$ cat config.mk
export PLATFORM = sky130hd
export DESIGN_NAME = spaced_seed_kmer_index
export DESIGN_NICKNAME = d
export VERILOG_FILES = /design/src/rtl/ssk_pkg.sv /design/src/rtl/ssk_front.sv /design/src/rtl/ssk_queue.sv /design/src/rtl/ssk_back.sv /design/src/rtl/spaced_seed_kmer_index.sv
export SDC_FILE = /design/constraint.sdc
export NUM_CORES = 2
export LEC_CHECK = 0
export ABC_AREA = 1
export ABC_CLOCK_PERIOD_IN_PS = 19700
export BUFFER_PORTS_ARGS = -buffer_cell sky130_fd_sc_hd__buf_2
export CORE_MARGIN = 2
export CORE_UTILIZATION = 45
export CTS_BUF_LIST = sky130_fd_sc_hd__clkbuf_4 sky130_fd_sc_hd__clkbuf_8 sky130_fd_sc_hd__clkbuf_16
export CTS_CLUSTER_SIZE = 25
export DETAILED_ROUTE_END_ITERATION = 7
export PLACE_DENSITY = 0.71
export SLEW_MARGIN = 5
export SYNTH_ARGS = -nofsm -noshare
export SYNTH_HDL_FRONTEND = slang
export SYNTH_SLANG_ARGS = --single-unit
$ cat constraint.sdc
create_clock -name clk -period 19.7 [get_ports clk]
set_clock_uncertainty 0.1 [all_clocks]
set_input_delay 1.97 -clock clk [delete_from_list [all_inputs] [get_ports clk]]
set_output_delay 1.97 -clock clk [all_outputs]
set_load 0.03 [all_outputs]
$ cat src/rtl/ssk_pkg.sv
// shared types, constants and helper functions of the spaced-seed k-mer indexer
// no dependencies; every other file refers to it by scoped names
package ssk_pkg;

	// window length (longest shape) and fixed field widths
	localparam int WIN_LEN    = 32;
	localparam int MASK_W     = 32;
	localparam int WORD_W     = 32;
	localparam int CHAR_W     = 8;
	localparam int MAP_W      = 8;
	localparam int BASE_W     = 3;
	localparam int CODE_W     = 2;
	localparam int MASK_IDX_W = $clog2(MASK_W);
	localparam int CNT_W      = $clog2((WIN_LEN > MASK_W ? WIN_LEN : MASK_W) + 1);
	localparam int DIGITS     = WORD_W / CODE_W;

	// rank computation works on groups of bases
	localparam int GRP_LEN = 8;
	localparam int NGRP    = (WIN_LEN + GRP_LEN - 1) / GRP_LEN;
	localparam int LP_W    = $clog2(GRP_LEN);
	localparam int GT_W    = $clog2(GRP_LEN + 1);

	// front to back queue
	localparam int QDEPTH = 4;
	localparam int QPTR_W = $clog2(QDEPTH);
	localparam int QCNT_W = $clog2(QDEPTH + 1);

	// configuration register indexes
	localparam int CFG_IDX_W = 2;
	localparam logic [CFG_IDX_W-1:0] REG_SHAPE_MASK   = 2'd0;
	localparam logic [CFG_IDX_W-1:0] REG_IGNORE_LOWER = 2'd1;
	localparam logic [CFG_IDX_W-1:0] REG_NT_CODE_MAP  = 2'd2;

	localparam logic [MASK_W-1:0] RST_SHAPE_MASK  = 32'd4095;
	localparam logic [MAP_W-1:0]  RST_NT_CODE_MAP = 8'd228;

	typedef logic [BASE_W-1:0] base_t;
	typedef logic [CODE_W-1:0] code_t;
	typedef logic [CNT_W-1:0]  cnt_t;
	typedef logic [WORD_W-1:0] word_t;
	typedef logic [LP_W-1:0]   lp_t;
	typedef logic [GT_W-1:0]   gt_t;

	// base classes
	localparam base_t BASE_A = 3'd0;
	localparam base_t BASE_C = 3'd1;
	localparam base_t BASE_G = 3'd2;
	localparam base_t BASE_T = 3'd3;
	localparam base_t BASE_N = 3'd4;

	// characters
	localparam logic [CHAR_W-1:0] CH_A     = 8'h41;
	localparam logic [CHAR_W-1:0] CH_C     = 8'h43;
	localparam logic [CHAR_W-1:0] CH_G     = 8'h47;
	localparam logic [CHAR_W-1:0] CH_T     = 8'h54;
	localparam logic [CHAR_W-1:0] CH_LA    = 8'h61;
	localparam logic [CHAR_W-1:0] CH_LZ    = 8'h7a;
	localparam logic [CHAR_W-1:0] CASE_GAP = 8'd32;

	localparam word_t AMB_INDEX = 32'h8000_0000;

	typedef struct packed {
		logic [MASK_W-1:0] shape_mask;
		logic              ignore_lower;
		logic [MAP_W-1:0]  nt_code_map;
	} cfg_t;

	// one queue entry: window by age (entry 0 newest) and window start
	typedef struct packed {
		base_t [WIN_LEN-1:0] win;
		word_t               wstart;
	} qent_t;

	function automatic base_t classify(logic [CHAR_W-1:0] ch, logic no_fold);
		logic [CHAR_W-1:0] c;
		base_t             b;
		c = ch;
		if (!no_fold && ch >= CH_LA && ch <= CH_LZ) begin
			c = ch - CASE_GAP;
		end
		case (c)
			CH_A:    b = BASE_A;
			CH_C:    b = BASE_C;
			CH_G:    b = BASE_G;
			CH_T:    b = BASE_T;
			default: b = BASE_N;
		endcase
		return b;
	endfunction

	// highest sampled offset plus one, one for an empty mask
	function automatic cnt_t span_of(logic [MASK_W-1:0] m);
		cnt_t s;
		s = cnt_t'(1);
		for (int i = 0; i < MASK_W; i++) begin
			if (m[i] && i < WIN_LEN) begin
				s = cnt_t'(i + 1);
			end
		end
		return s;
	endfunction

	function automatic code_t map_code(logic [MAP_W-1:0] map, base_t b);
		code_t c;
		case (b[1:0])
			2'd0:    c = map[1:0];
			2'd1:    c = map[3:2];
			2'd2:    c = map[5:4];
			default: c = map[7:6];
		endcase
		return c;
	endfunction

endpackage

$ cat src/rtl/ssk_front.sv
// front part: classifies characters, shifts the base window, keeps the counts
// and decides which beats produce a result; uses ssk_pkg
module ssk_front (
	input  logic                         clk,
	input  logic                         arst_n,
	input  ssk_pkg::cfg_t                cfg,
	input  logic                         take,
	input  logic [ssk_pkg::CHAR_W-1:0]   nt_char,
	input  logic                         seq_start,
	output logic                         push,
	output ssk_pkg::qent_t               ent
);

	ssk_pkg::base_t [ssk_pkg::WIN_LEN-1:0] win_q;
	ssk_pkg::base_t [ssk_pkg::WIN_LEN-1:0] win_nxt;
	ssk_pkg::cnt_t                          fill_q;
	ssk_pkg::cnt_t                          fill_base;
	ssk_pkg::cnt_t                          fill_nxt;
	ssk_pkg::cnt_t                          span;
	ssk_pkg::word_t                         pos_q;
	ssk_pkg::word_t                         pos_base;
	ssk_pkg::word_t                         pos_nxt;

	always_comb begin
		span      = ssk_pkg::span_of(cfg.shape_mask);
		// a new sequence restarts both counts; older window entries are never sampled
		fill_base = seq_start ? '0 : fill_q;
		pos_base  = seq_start ? '0 : pos_q;
		fill_nxt  = (fill_base == ssk_pkg::cnt_t'(ssk_pkg::WIN_LEN)) ? fill_base
		                                                            : fill_base + 1'b1;
		pos_nxt   = pos_base + 1'b1;
		win_nxt[0] = ssk_pkg::classify(nt_char, cfg.ignore_lower);
		for (int a = 1; a < ssk_pkg::WIN_LEN; a++) begin
			win_nxt[a] = win_q[a-1];
		end
		push       = take && (fill_nxt >= span);
		ent.win    = win_nxt;
		ent.wstart = pos_nxt - ssk_pkg::word_t'(span);
	end

	always_ff @(posedge clk or negedge arst_n) begin
		if (!arst_n) begin
			fill_q <= '0;
			pos_q  <= '0;
		end else if (take) begin
			fill_q <= fill_nxt;
			pos_q  <= pos_nxt;
		end
	end

	always_ff @(posedge clk) begin
		if (take) begin
			win_q <= win_nxt;
		end
	end

endmodule

$ cat src/rtl/ssk_queue.sv
// short queue of window snapshots between front and back
// uses ssk_pkg for the entry type and depth
module ssk_queue (
	input  logic           clk,
	input  logic           arst_n,
	input  logic           push,
	input  ssk_pkg::qent_t push_ent,
	input  logic           pop,
	output logic           full,
	output logic           not_empty,
	output ssk_pkg::qent_t head
);

	ssk_pkg::qent_t                mem_q [ssk_pkg::QDEPTH];
	logic [ssk_pkg::QPTR_W-1:0]    wr_ptr_q;
	logic [ssk_pkg::QPTR_W-1:0]    rd_ptr_q;
	logic [ssk_pkg::QCNT_W-1:0]    cnt_q;

	assign full      = (cnt_q == ssk_pkg::QCNT_W'(ssk_pkg::QDEPTH));
	assign not_empty = (cnt_q != '0);
	assign head      = mem_q[rd_ptr_q];

	always_ff @(posedge clk or negedge arst_n) begin
		if (!arst_n) begin
			wr_ptr_q <= '0;
			rd_ptr_q <= '0;
			cnt_q    <= '0;
		end else begin
			if (push) begin
				wr_ptr_q <= wr_ptr_q + 1'b1;
			end
			if (pop) begin
				rd_ptr_q <= rd_ptr_q + 1'b1;
			end
			case ({push, pop})
				2'b10:   cnt_q <= cnt_q + 1'b1;
				2'b01:   cnt_q <= cnt_q - 1'b1;
				default: cnt_q <= cnt_q;
			endcase
		end
	end

	always_ff @(posedge clk) begin
		if (push) begin
			mem_q[wr_ptr_q] <= push_ent;
		end
	end

endmodule

$ cat src/rtl/ssk_back.sv
// back part: selects sampled bases, ranks them and packs the k-mer index
// four register stages with a common advance; uses ssk_pkg
module ssk_back (
	input  logic                         clk,
	input  logic                         arst_n,
	input  ssk_pkg::cfg_t                cfg,
	input  logic                         q_valid,
	input  ssk_pkg::qent_t               q_head,
	output logic                         pop,
	output logic                         out_valid,
	input  logic                         out_stall,
	output ssk_pkg::word_t               kmer_index,
	output logic                         has_ambiguous,
	output ssk_pkg::word_t               window_start
);

	logic adv;

	// stage 1: sampled ages, ambiguity, mapped codes
	logic [ssk_pkg::WIN_LEN-1:0]              sel_c;
	logic                                     amb_c;
	ssk_pkg::code_t [ssk_pkg::WIN_LEN-1:0]    code_c;
	ssk_pkg::cnt_t                            span;
	logic                                     v_s1;
	logic [ssk_pkg::WIN_LEN-1:0]              sel_s1;
	logic                                     amb_s1;
	ssk_pkg::code_t [ssk_pkg::WIN_LEN-1:0]    code_s1;
	ssk_pkg::word_t                           wstart_s1;

	// stage 2: counts inside groups
	ssk_pkg::lp_t [ssk_pkg::WIN_LEN-1:0]      lp_c;
	ssk_pkg::gt_t [ssk_pkg::NGRP-1:0]         gt_c;
	logic                                     v_s2;
	logic [ssk_pkg::WIN_LEN-1:0]              sel_s2;
	logic                                     amb_s2;
	ssk_pkg::code_t [ssk_pkg::WIN_LEN-1:0]    code_s2;
	ssk_pkg::lp_t [ssk_pkg::WIN_LEN-1:0]      lp_s2;
	ssk_pkg::gt_t [ssk_pkg::NGRP-1:0]         gt_s2;
	ssk_pkg::word_t                           wstart_s2;

	// stage 3: full rank of each sampled base
	ssk_pkg::cnt_t [ssk_pkg::NGRP-1:0]        gbase_c;
	ssk_pkg::cnt_t [ssk_pkg::WIN_LEN-1:0]     rank_c;
	logic                                     v_s3;
	logic [ssk_pkg::WIN_LEN-1:0]              sel_s3;
	logic                                     amb_s3;
	ssk_pkg::code_t [ssk_pkg::WIN_LEN-1:0]    code_s3;
	ssk_pkg::cnt_t [ssk_pkg::WIN_LEN-1:0]     rank_s3;
	ssk_pkg::word_t                           wstart_s3;

	// output register
	ssk_pkg::word_t                           kmer_c;
	logic                                     out_valid_q;
	ssk_pkg::word_t                           kmer_q;
	logic                                     amb_q;
	ssk_pkg::word_t                           wstart_q;

	assign adv = !out_valid_q || !out_stall;
	assign pop = adv && q_valid;

	always_comb begin
		int k;
		span  = ssk_pkg::span_of(cfg.shape_mask);
		amb_c = 1'b0;
		k     = 0;
		for (int a = 0; a < ssk_pkg::WIN_LEN; a++) begin
			// age a holds window offset span-1-a
			k = int'(span) - 1 - a;
			sel_c[a]  = (k >= 0) ? cfg.shape_mask[k[ssk_pkg::MASK_IDX_W-1:0]] : 1'b0;
			amb_c     = amb_c | (sel_c[a] && (q_head.win[a] >= ssk_pkg::BASE_N));
			code_c[a] = ssk_pkg::map_code(cfg.nt_code_map, q_head.win[a]);
		end
	end

	always_comb begin
		ssk_pkg::gt_t cnt;
		cnt  = '0;
		lp_c = '0;
		for (int g = 0; g < ssk_pkg::NGRP; g++) begin
			cnt = '0;
			for (int j = 0; j < ssk_pkg::GRP_LEN; j++) begin
				if (g * ssk_pkg::GRP_LEN + j < ssk_pkg::WIN_LEN) begin
					lp_c[g * ssk_pkg::GRP_LEN + j] = ssk_pkg::lp_t'(cnt);
					cnt = cnt + ssk_pkg::gt_t'(sel_s1[g * ssk_pkg::GRP_LEN + j]);
				end
			end
			gt_c[g] = cnt;
		end
	end

	always_comb begin
		gbase_c[0] = '0;
		for (int g = 1; g < ssk_pkg::NGRP; g++) begin
			gbase_c[g] = gbase_c[g-1] + ssk_pkg::cnt_t'(gt_s2[g-1]);
		end
		rank_c = '0;
		for (int g = 0; g < ssk_pkg::NGRP; g++) begin
			for (int j = 0; j < ssk_pkg::GRP_LEN; j++) begin
				if (g * ssk_pkg::GRP_LEN + j < ssk_pkg::WIN_LEN) begin
					rank_c[g * ssk_pkg::GRP_LEN + j] =
						gbase_c[g] + ssk_pkg::cnt_t'(lp_s2[g * ssk_pkg::GRP_LEN + j]);
				end
			end
		end
	end

	// rank counts later sampled bases, which is the digit position of this one
	always_comb begin
		ssk_pkg::code_t dig;
		dig    = '0;
		kmer_c = '0;
		for (int d = 0; d < ssk_pkg::DIGITS; d++) begin
			dig = '0;
			for (int a = 0; a < ssk_pkg::WIN_LEN; a++) begin
				if (sel_s3[a] && rank_s3[a] == ssk_pkg::cnt_t'(d)) begin
					dig = dig | code_s3[a];
				end
			end
			kmer_c[d * ssk_pkg::CODE_W +: ssk_pkg::CODE_W] = dig;
		end
	end

	always_ff @(posedge clk or negedge arst_n) begin
		if (!arst_n) begin
			v_s1        <= 1'b0;
			v_s2        <= 1'b0;
			v_s3        <= 1'b0;
			out_valid_q <= 1'b0;
		end else if (adv) begin
			v_s1        <= q_valid;
			v_s2        <= v_s1;
			v_s3        <= v_s2;
			out_valid_q <= v_s3;
		end
	end

	always_ff @(posedge clk) begin
		if (adv) begin
			sel_s1    <= sel_c;
			amb_s1    <= amb_c;
			code_s1   <= code_c;
			wstart_s1 <= q_head.wstart;
			sel_s2    <= sel_s1;
			amb_s2    <= amb_s1;
			code_s2   <= code_s1;
			lp_s2     <= lp_c;
			gt_s2     <= gt_c;
			wstart_s2 <= wstart_s1;
			sel_s3    <= sel_s2;
			amb_s3    <= amb_s2;
			code_s3   <= code_s2;
			rank_s3   <= rank_c;
			wstart_s3 <= wstart_s2;
			kmer_q    <= amb_s3 ? ssk_pkg::AMB_INDEX : kmer_c;
			amb_q     <= amb_s3;
			wstart_q  <= wstart_s3;
		end
	end

	assign out_valid     = out_valid_q;
	assign kmer_index    = kmer_q;
	assign has_ambiguous = amb_q;
	assign window_start  = wstart_q;

endmodule

$ cat src/rtl/spaced_seed_kmer_index.sv
// spaced-seed k-mer indexer: one character beat per cycle in, one index beat per cycle out
// while no stall holds them; a taken character beat passes the queue write, then three
// back stages and the output register in a common pipe; throughput is 1 beat per cycle
// unless stalled, and the back pipe moves whenever the output register is free
// reset: arst_n clears counts, queue and pipe valids; registers return to mask 4095,
// lowercase folding and code map 228
module spaced_seed_kmer_index (
	input  logic                            clk,
	input  logic                            arst_n,
	// configuration write port
	input  logic                            cfg_we,
	input  logic [ssk_pkg::CFG_IDX_W-1:0]   cfg_index,
	input  logic [ssk_pkg::MASK_W-1:0]      cfg_data,
	// character channel
	input  logic                            in_valid,
	output logic                            in_stall,
	input  logic [ssk_pkg::CHAR_W-1:0]      nt_char,
	input  logic                            seq_start,
	// result channel
	output logic                            out_valid,
	input  logic                            out_stall,
	output logic [ssk_pkg::WORD_W-1:0]      kmer_index,
	output logic                            has_ambiguous,
	output logic [ssk_pkg::WORD_W-1:0]      window_start
);

	ssk_pkg::cfg_t  cfg_q;
	logic           take;
	logic           q_push;
	logic           q_pop;
	logic           q_full;
	logic           q_not_empty;
	ssk_pkg::qent_t q_in;
	ssk_pkg::qent_t q_head;

	// configuration registers; writes outside the list are dropped
	always_ff @(posedge clk or negedge arst_n) begin
		if (!arst_n) begin
			cfg_q.shape_mask   <= ssk_pkg::RST_SHAPE_MASK;
			cfg_q.ignore_lower <= 1'b0;
			cfg_q.nt_code_map  <= ssk_pkg::RST_NT_CODE_MAP;
		end else if (cfg_we) begin
			case (cfg_index)
				ssk_pkg::REG_SHAPE_MASK:   cfg_q.shape_mask   <= cfg_data;
				ssk_pkg::REG_IGNORE_LOWER: cfg_q.ignore_lower <= cfg_data[0];
				ssk_pkg::REG_NT_CODE_MAP:  cfg_q.nt_code_map  <= cfg_data[ssk_pkg::MAP_W-1:0];
				default: begin
				end
			endcase
		end
	end

	// the front only waits for queue room, never for the result side directly
	assign in_stall = q_full;
	assign take     = in_valid && !q_full;

	ssk_front u_front (
		.clk       (clk),
		.arst_n    (arst_n),
		.cfg       (cfg_q),
		.take      (take),
		.nt_char   (nt_char),
		.seq_start (seq_start),
		.push      (q_push),
		.ent       (q_in)
	);

	// window snapshots waiting for the back pipe
	ssk_queue u_queue (
		.clk       (clk),
		.arst_n    (arst_n),
		.push      (q_push),
		.push_ent  (q_in),
		.pop       (q_pop),
		.full      (q_full),
		.not_empty (q_not_empty),
		.head      (q_head)
	);

	// packing pipe and output register
	ssk_back u_back (
		.clk           (clk),
		.arst_n        (arst_n),
		.cfg           (cfg_q),
		.q_valid       (q_not_empty),
		.q_head        (q_head),
		.pop           (q_pop),
		.out_valid     (out_valid),
		.out_stall     (out_stall),
		.kmer_index    (kmer_index),
		.has_ambiguous (has_ambiguous),
		.window_start  (window_start)
	);

`ifndef ASSERT_OFF
	a_no_push_full: assert property (@(posedge clk) disable iff (!arst_n)
		q_full |-> !q_push)
		else $error("queue written while full");

	a_no_pop_empty: assert property (@(posedge clk) disable iff (!arst_n)
		q_pop |-> q_not_empty)
		else $error("queue read while empty");

	a_amb_index: assert property (@(posedge clk) disable iff (!arst_n)
		(out_valid && has_ambiguous) |-> (kmer_index == ssk_pkg::AMB_INDEX))
		else $error("ambiguous beat without the ambiguous index");

	a_start_short: assert property (@(posedge clk) disable iff (!arst_n)
		(take && seq_start && (ssk_pkg::span_of(cfg_q.shape_mask) > ssk_pkg::cnt_t'(1)))
		|-> !q_push)
		else $error("result queued before the window covers the shape");
`endif

endmodule

==> flow_results.org <==
** Run status
- The flow ran to the end, and the final reports show no timing, DRC or antenna violations.

** STA
- Hold violation count in the final report :: 0
- Final min period :: 7.27 ns
- Final-layout worst hold slack :: 0.294 ns
- Final period util :: 36.9%
- For this run, the top clock speed supported by timing is 0.138 GHz.
- Measured against its own limit, the worst slew margin works out to 14.9%.
- Count of final setup violators :: 0
- For the pin with the worst max-slew slack, the measured transition is 1.26 ns.
- Setup slack closes at 12.43 ns.
- The count of pins over their slew limit came to 0.
- Setup repair after global routing missed its margin :: false
- Setup total negative slack on the finished layout was measured at 0 ns.

** Yosys
- Biggest area consumer among synthesized cells :: sky130_fd_sc_hd__edfxtp_1
- Sorting the synthesized cells by area gives the leading types as sky130_fd_sc_hd__edfxtp_1 58%, sky130_fd_sc_hd__nand2_1 6.5%, sky130_fd_sc_hd__nor2_1 4.7%, sky130_fd_sc_hd__inv_1 4.0%, sky130_fd_sc_hd__nand3_1 4.0%.
- For this run, the leading register cell type out of synthesis is sky130_fd_sc_hd__edfxtp_1.
- Gate Count Post-Synth :: 6468
- After synthesis, flip-flops and latches occupy 61.4% of the total area.
- Number of warning messages in the yosys log :: 0
- Count of different cell masters after synthesis :: 65
- Syn_nets :: 6726
- Netlist area before placement :: 66700 um2
- The top cell type by area accounts for 58.0% of the synthesized area.
- The synthesized design contains 1288 enable-type register cells.
- Averaged over all synthesized cells, the footprint is 10.3 um2.
- Count of state elements after synthesis :: 1378
- Share of async-settable or async-resettable flops after synthesis :: 6.53%

** Floorplanning
- Measured along the y axis, the die boundary spans 389 um.
- Die area :: 151000 um2
- The region available for standard cell placement spans 147000 um2.
- Number of top-level pins :: 115
- The die is 389 um wide.
- Initial core utilization :: 45.2%
- Placement Rows :: 141

** Setup path
- Reg-to-reg endpoint :: u_queue.mem_q[0][113]$_DFFE_PP_
- The worst register-to-register path begins at cfg_q[12]$_DFFE_PN1P_.
- Among the stages of the critical path, the cell type that occurs most often is sky130_fd_sc_hd__nand2_1.
- Critical Path Start Type :: flop
- Of all nets on the critical path, the largest fanout is 49.
- Category of cells accounting for the largest share of critical-path delay :: simple AND/OR/NAND/NOR gates
- Critical Path Slowest Stage Cell :: sky130_fd_sc_hd__nor2_4
- Number of logic stages on the critical path including buffering :: 43
- The critical path contains buffers and inverters numbering 6 combined.
- Arrival time at the worst endpoint :: 7.56 ns
- STA classifies the critical path endpoint as a flop.
- Critical Path RT :: 20.00 ns
- Delay of the slowest cell on the worst path :: 0.87 ns
- The worst setup path is of the reg -> reg kind.
- R2R setup slack :: 12.43 ns
- R2r worst-path depth :: 43

** Clock network
- Number of sinks handled by clock tree synthesis :: 1378
- The number of clock buffers added by TritonCTS is 143.
- Root buffer selected by CTS :: sky130_fd_sc_hd__clkbuf_16
- The clock reaches the later pin of the worst-skew pair after 0.79 ns.
- # resized after CTS :: 0
- H-Tree Depth :: 4
- Clock transition at the registers of the reported paths :: 0.06 ns
- TritonCTS clock tree :: yes
- Cts hold-fix bufs :: 0
- After clock tree synthesis, the setup repair step added 0 buffers.
- Clock Tree Buf Depth :: 3

** Place
- During placement, the flow inserted port buffers numbering 114.
- Detailed placement finished with a half-perimeter wire length of 150000 um.
- In this run the cell area measured after placement is 69400 um2.
- Number of cells after detailed placement :: 8351
- OpenSTA, run right after detailed placement, puts the worst setup slack at 11.84 ns.
- GPL Wtd Cong :: 1.05

** Pwr
- After layout, the design draws a total of 13.6 mW.
- Fraction of power consumed by the clock network :: 20.5%
- Switching power :: 5.73 mW
- Combinational cells account for 40.3% of the total power.
- Net switching is 42.1% of the power.
- Power spread over the standard cell area amounts to 183 nW/um2.
- IR drop worst, VDD :: 0.000167 V
- In this run the static leakage power is 28.7 nW.
- The share of total power dissipated in sequential elements is 39.2%.
- Pint :: 7.87 mW

** GRT
- The number of antenna violations at the first check in global routing was 7.
- Global routing used 27.0% of the available tracks across all layers.
- The via count of the first global-routing pass is 47199.
- Residual overflow from global routing :: 0
- The first global-routing pass estimated 304000 um of wire.
- Entering global routing, the biggest net connects 154 pins.

** Finish
- At the end of the flow, the number of nets in the layout was 6824.
- After routing the design area is 74300 um2.
- Finished Layout Cells :: 8619
- Compared with the post-synthesis result, the final layout area differs by 11.4%.
- Post-layout util :: 50.4%
- Share of post-route cells with drive strength above 1 :: 7.66%

** Hold path
- The worst hold path was traced through 0 stages.
- Hold path startpoint :: u_back.code_s2[8]$_DFFE_PP_
- Endpoint, Worst Hold :: u_back.code_s3[8]$_DFFE_PP_
- HP Class :: reg -> reg

** Routing
- Total length of routed wires :: 206000 um
- The detailed router finished its first iteration with 5322 violations.
- After detailed routing, the average wire length per cell comes to 24.0 um.
- Antenna-violating nets left :: 0
- The first detailed-routing pass ran for 6 iterations.
- Overall via count from detail_route :: 49148
- Number of vias per cell after detailed routing :: 5.70
- In the routed design, unresolved DRC markers number 0.

** Job
- The tool flagged a number of max-cap violations equal to 0.
-- logic make-up (layout without fill, tap and decap cells) --
kind of cell	Yosys count	after routing	synth area share [%]
AOI/OAI and AO/OA	975	975	9.06
adders and majority gates	210	210	4.28
other	0	1	0
and+or+nand+nor	2805	2805	17.9
xor gates and xnor gates	140	140	1.86
buffers and inverters	960	1180	5.49
DFF	1378	1378	61.4
-- synthesized netlist by cell type, drive strengths merged (16+ instances only) --
master	count
edfxtp	1288
nand2	1156
nor2	839
inv	718
nand3	530
o21ai	382
clkbuf	190
a21oi	180
ha	180
o22ai	144
nor3	113
xor2	107
nand4	93
dfrtp	74
a221oi	56
buf	40
nor4	33
xnor2	33
fa	30
a2111oi	27
and3	23
a221o	20
o2111ai	20
o221ai	20
a31oi	18
dfstp	16
-- worst max path at each step --
| stage | from | end |
|---|---|---|
| floorplan | out_stall | u_queue.cnt_q[2]$_DFFE_PN0P_ |
| global placement | seq_start | u_queue.mem_q[0][104]$_DFFE_PP_ |
| detailed placement | seq_start | u_queue.mem_q[0][110]$_DFFE_PP_ |
| CTS | cfg_q[12]$_DFFE_PN1P_ | u_queue.mem_q[0][87]$_DFFE_PP_ |
| global route | cfg_q[12]$_DFFE_PN1P_ | u_queue.mem_q[0][113]$_DFFE_PP_ |
| finish | cfg_q[12]$_DFFE_PN1P_ | u_queue.mem_q[0][113]$_DFFE_PP_ |
-- placed cells by master, fill, tap and decap left out, types with 23 or more instances in the layout --
cell type / count
sky130_fd_sc_hd__o21ai_0: 380
sky130_fd_sc_hd__a221oi_1: 56
sky130_fd_sc_hd__buf_2: 113
sky130_fd_sc_hd__inv_1: 706
sky130_fd_sc_hd__nand3_1: 528
sky130_fd_sc_hd__nand2_1: 1145
sky130_fd_sc_hd__and3_1: 23
sky130_fd_sc_hd__clkinv_2: 31
sky130_fd_sc_hd__a21oi_1: 177
sky130_fd_sc_hd__nand4_1: 93
sky130_fd_sc_hd__clkinv_1: 35
sky130_fd_sc_hd__buf_4: 69
sky130_fd_sc_hd__o22ai_1: 144
sky130_fd_sc_hd__nor4_1: 29
sky130_fd_sc_hd__nor2_1: 822
sky130_fd_sc_hd__edfxtp_1: 1288
sky130_fd_sc_hd__dfrtp_1: 72
sky130_fd_sc_hd__xor2_1: 105
sky130_fd_sc_hd__fa_1: 30
sky130_fd_sc_hd__clkbuf_16: 143
sky130_fd_sc_hd__ha_1: 180
sky130_fd_sc_hd__nor3_1: 105
sky130_fd_sc_hd__xnor2_1: 33
sky130_fd_sc_hd__clkbuf_4: 24
-- state kept, by name (all words and copies together), names as in the netlist, 3 cells and up --
signal	count
u_back.code_s3	64
u_front.fill_q	6
u_back.wstart_s1	32
u_back.sel_s1	32
u_back.code_s1	64
u_front.pos_q	32
u_front.ent	93
u_back.rank_s3	151
u_back.code_s2	64
u_back.sel_s3	32
u_back.kmer_index	32
cfg_q	41
u_back.sel_s2	32
u_back.wstart_s2	32
u_queue.cnt_q	3
u_back.lp_s2	68
u_back.wstart_s3	32
u_back.window_start	32
u_back.gt_s2	12
u_queue.mem_q	512
-- power groups by stage --
stage / clock, mW / sequential, mW / combinational, mW
after detailed placement: 0 / 5.37 / 5.37
after global placement: 0 / 5.35 / 5.25
after global routing: 2.95 / 5.41 / 6.00
final: 2.78 / 5.33 / 5.49
after CTS: 2.83 / 5.32 / 5.42
after floorplan: 0 / 5.35 / 3.46
-- metal layers --
metal / part of all wire [%] / GRT usage (%)
met5: 0.019 / 0
met4: 4.3 / 11.4
met3: 6.3 / 3.48
met2: 46 / 43.1
met1: 43 / 37.4
-- cell type report --
class,instances,area [um2]
diodes,1,2.50
flip-flops and latches,1378,41000
repair buffers,183,1100
clock buffers,168,3770
well taps,1930,2410
multi-input cells,4130,22100
fillers,12960,73200
inverters,730,2750
clock inverters,99,1140
(Power assumes the default switching activity.)
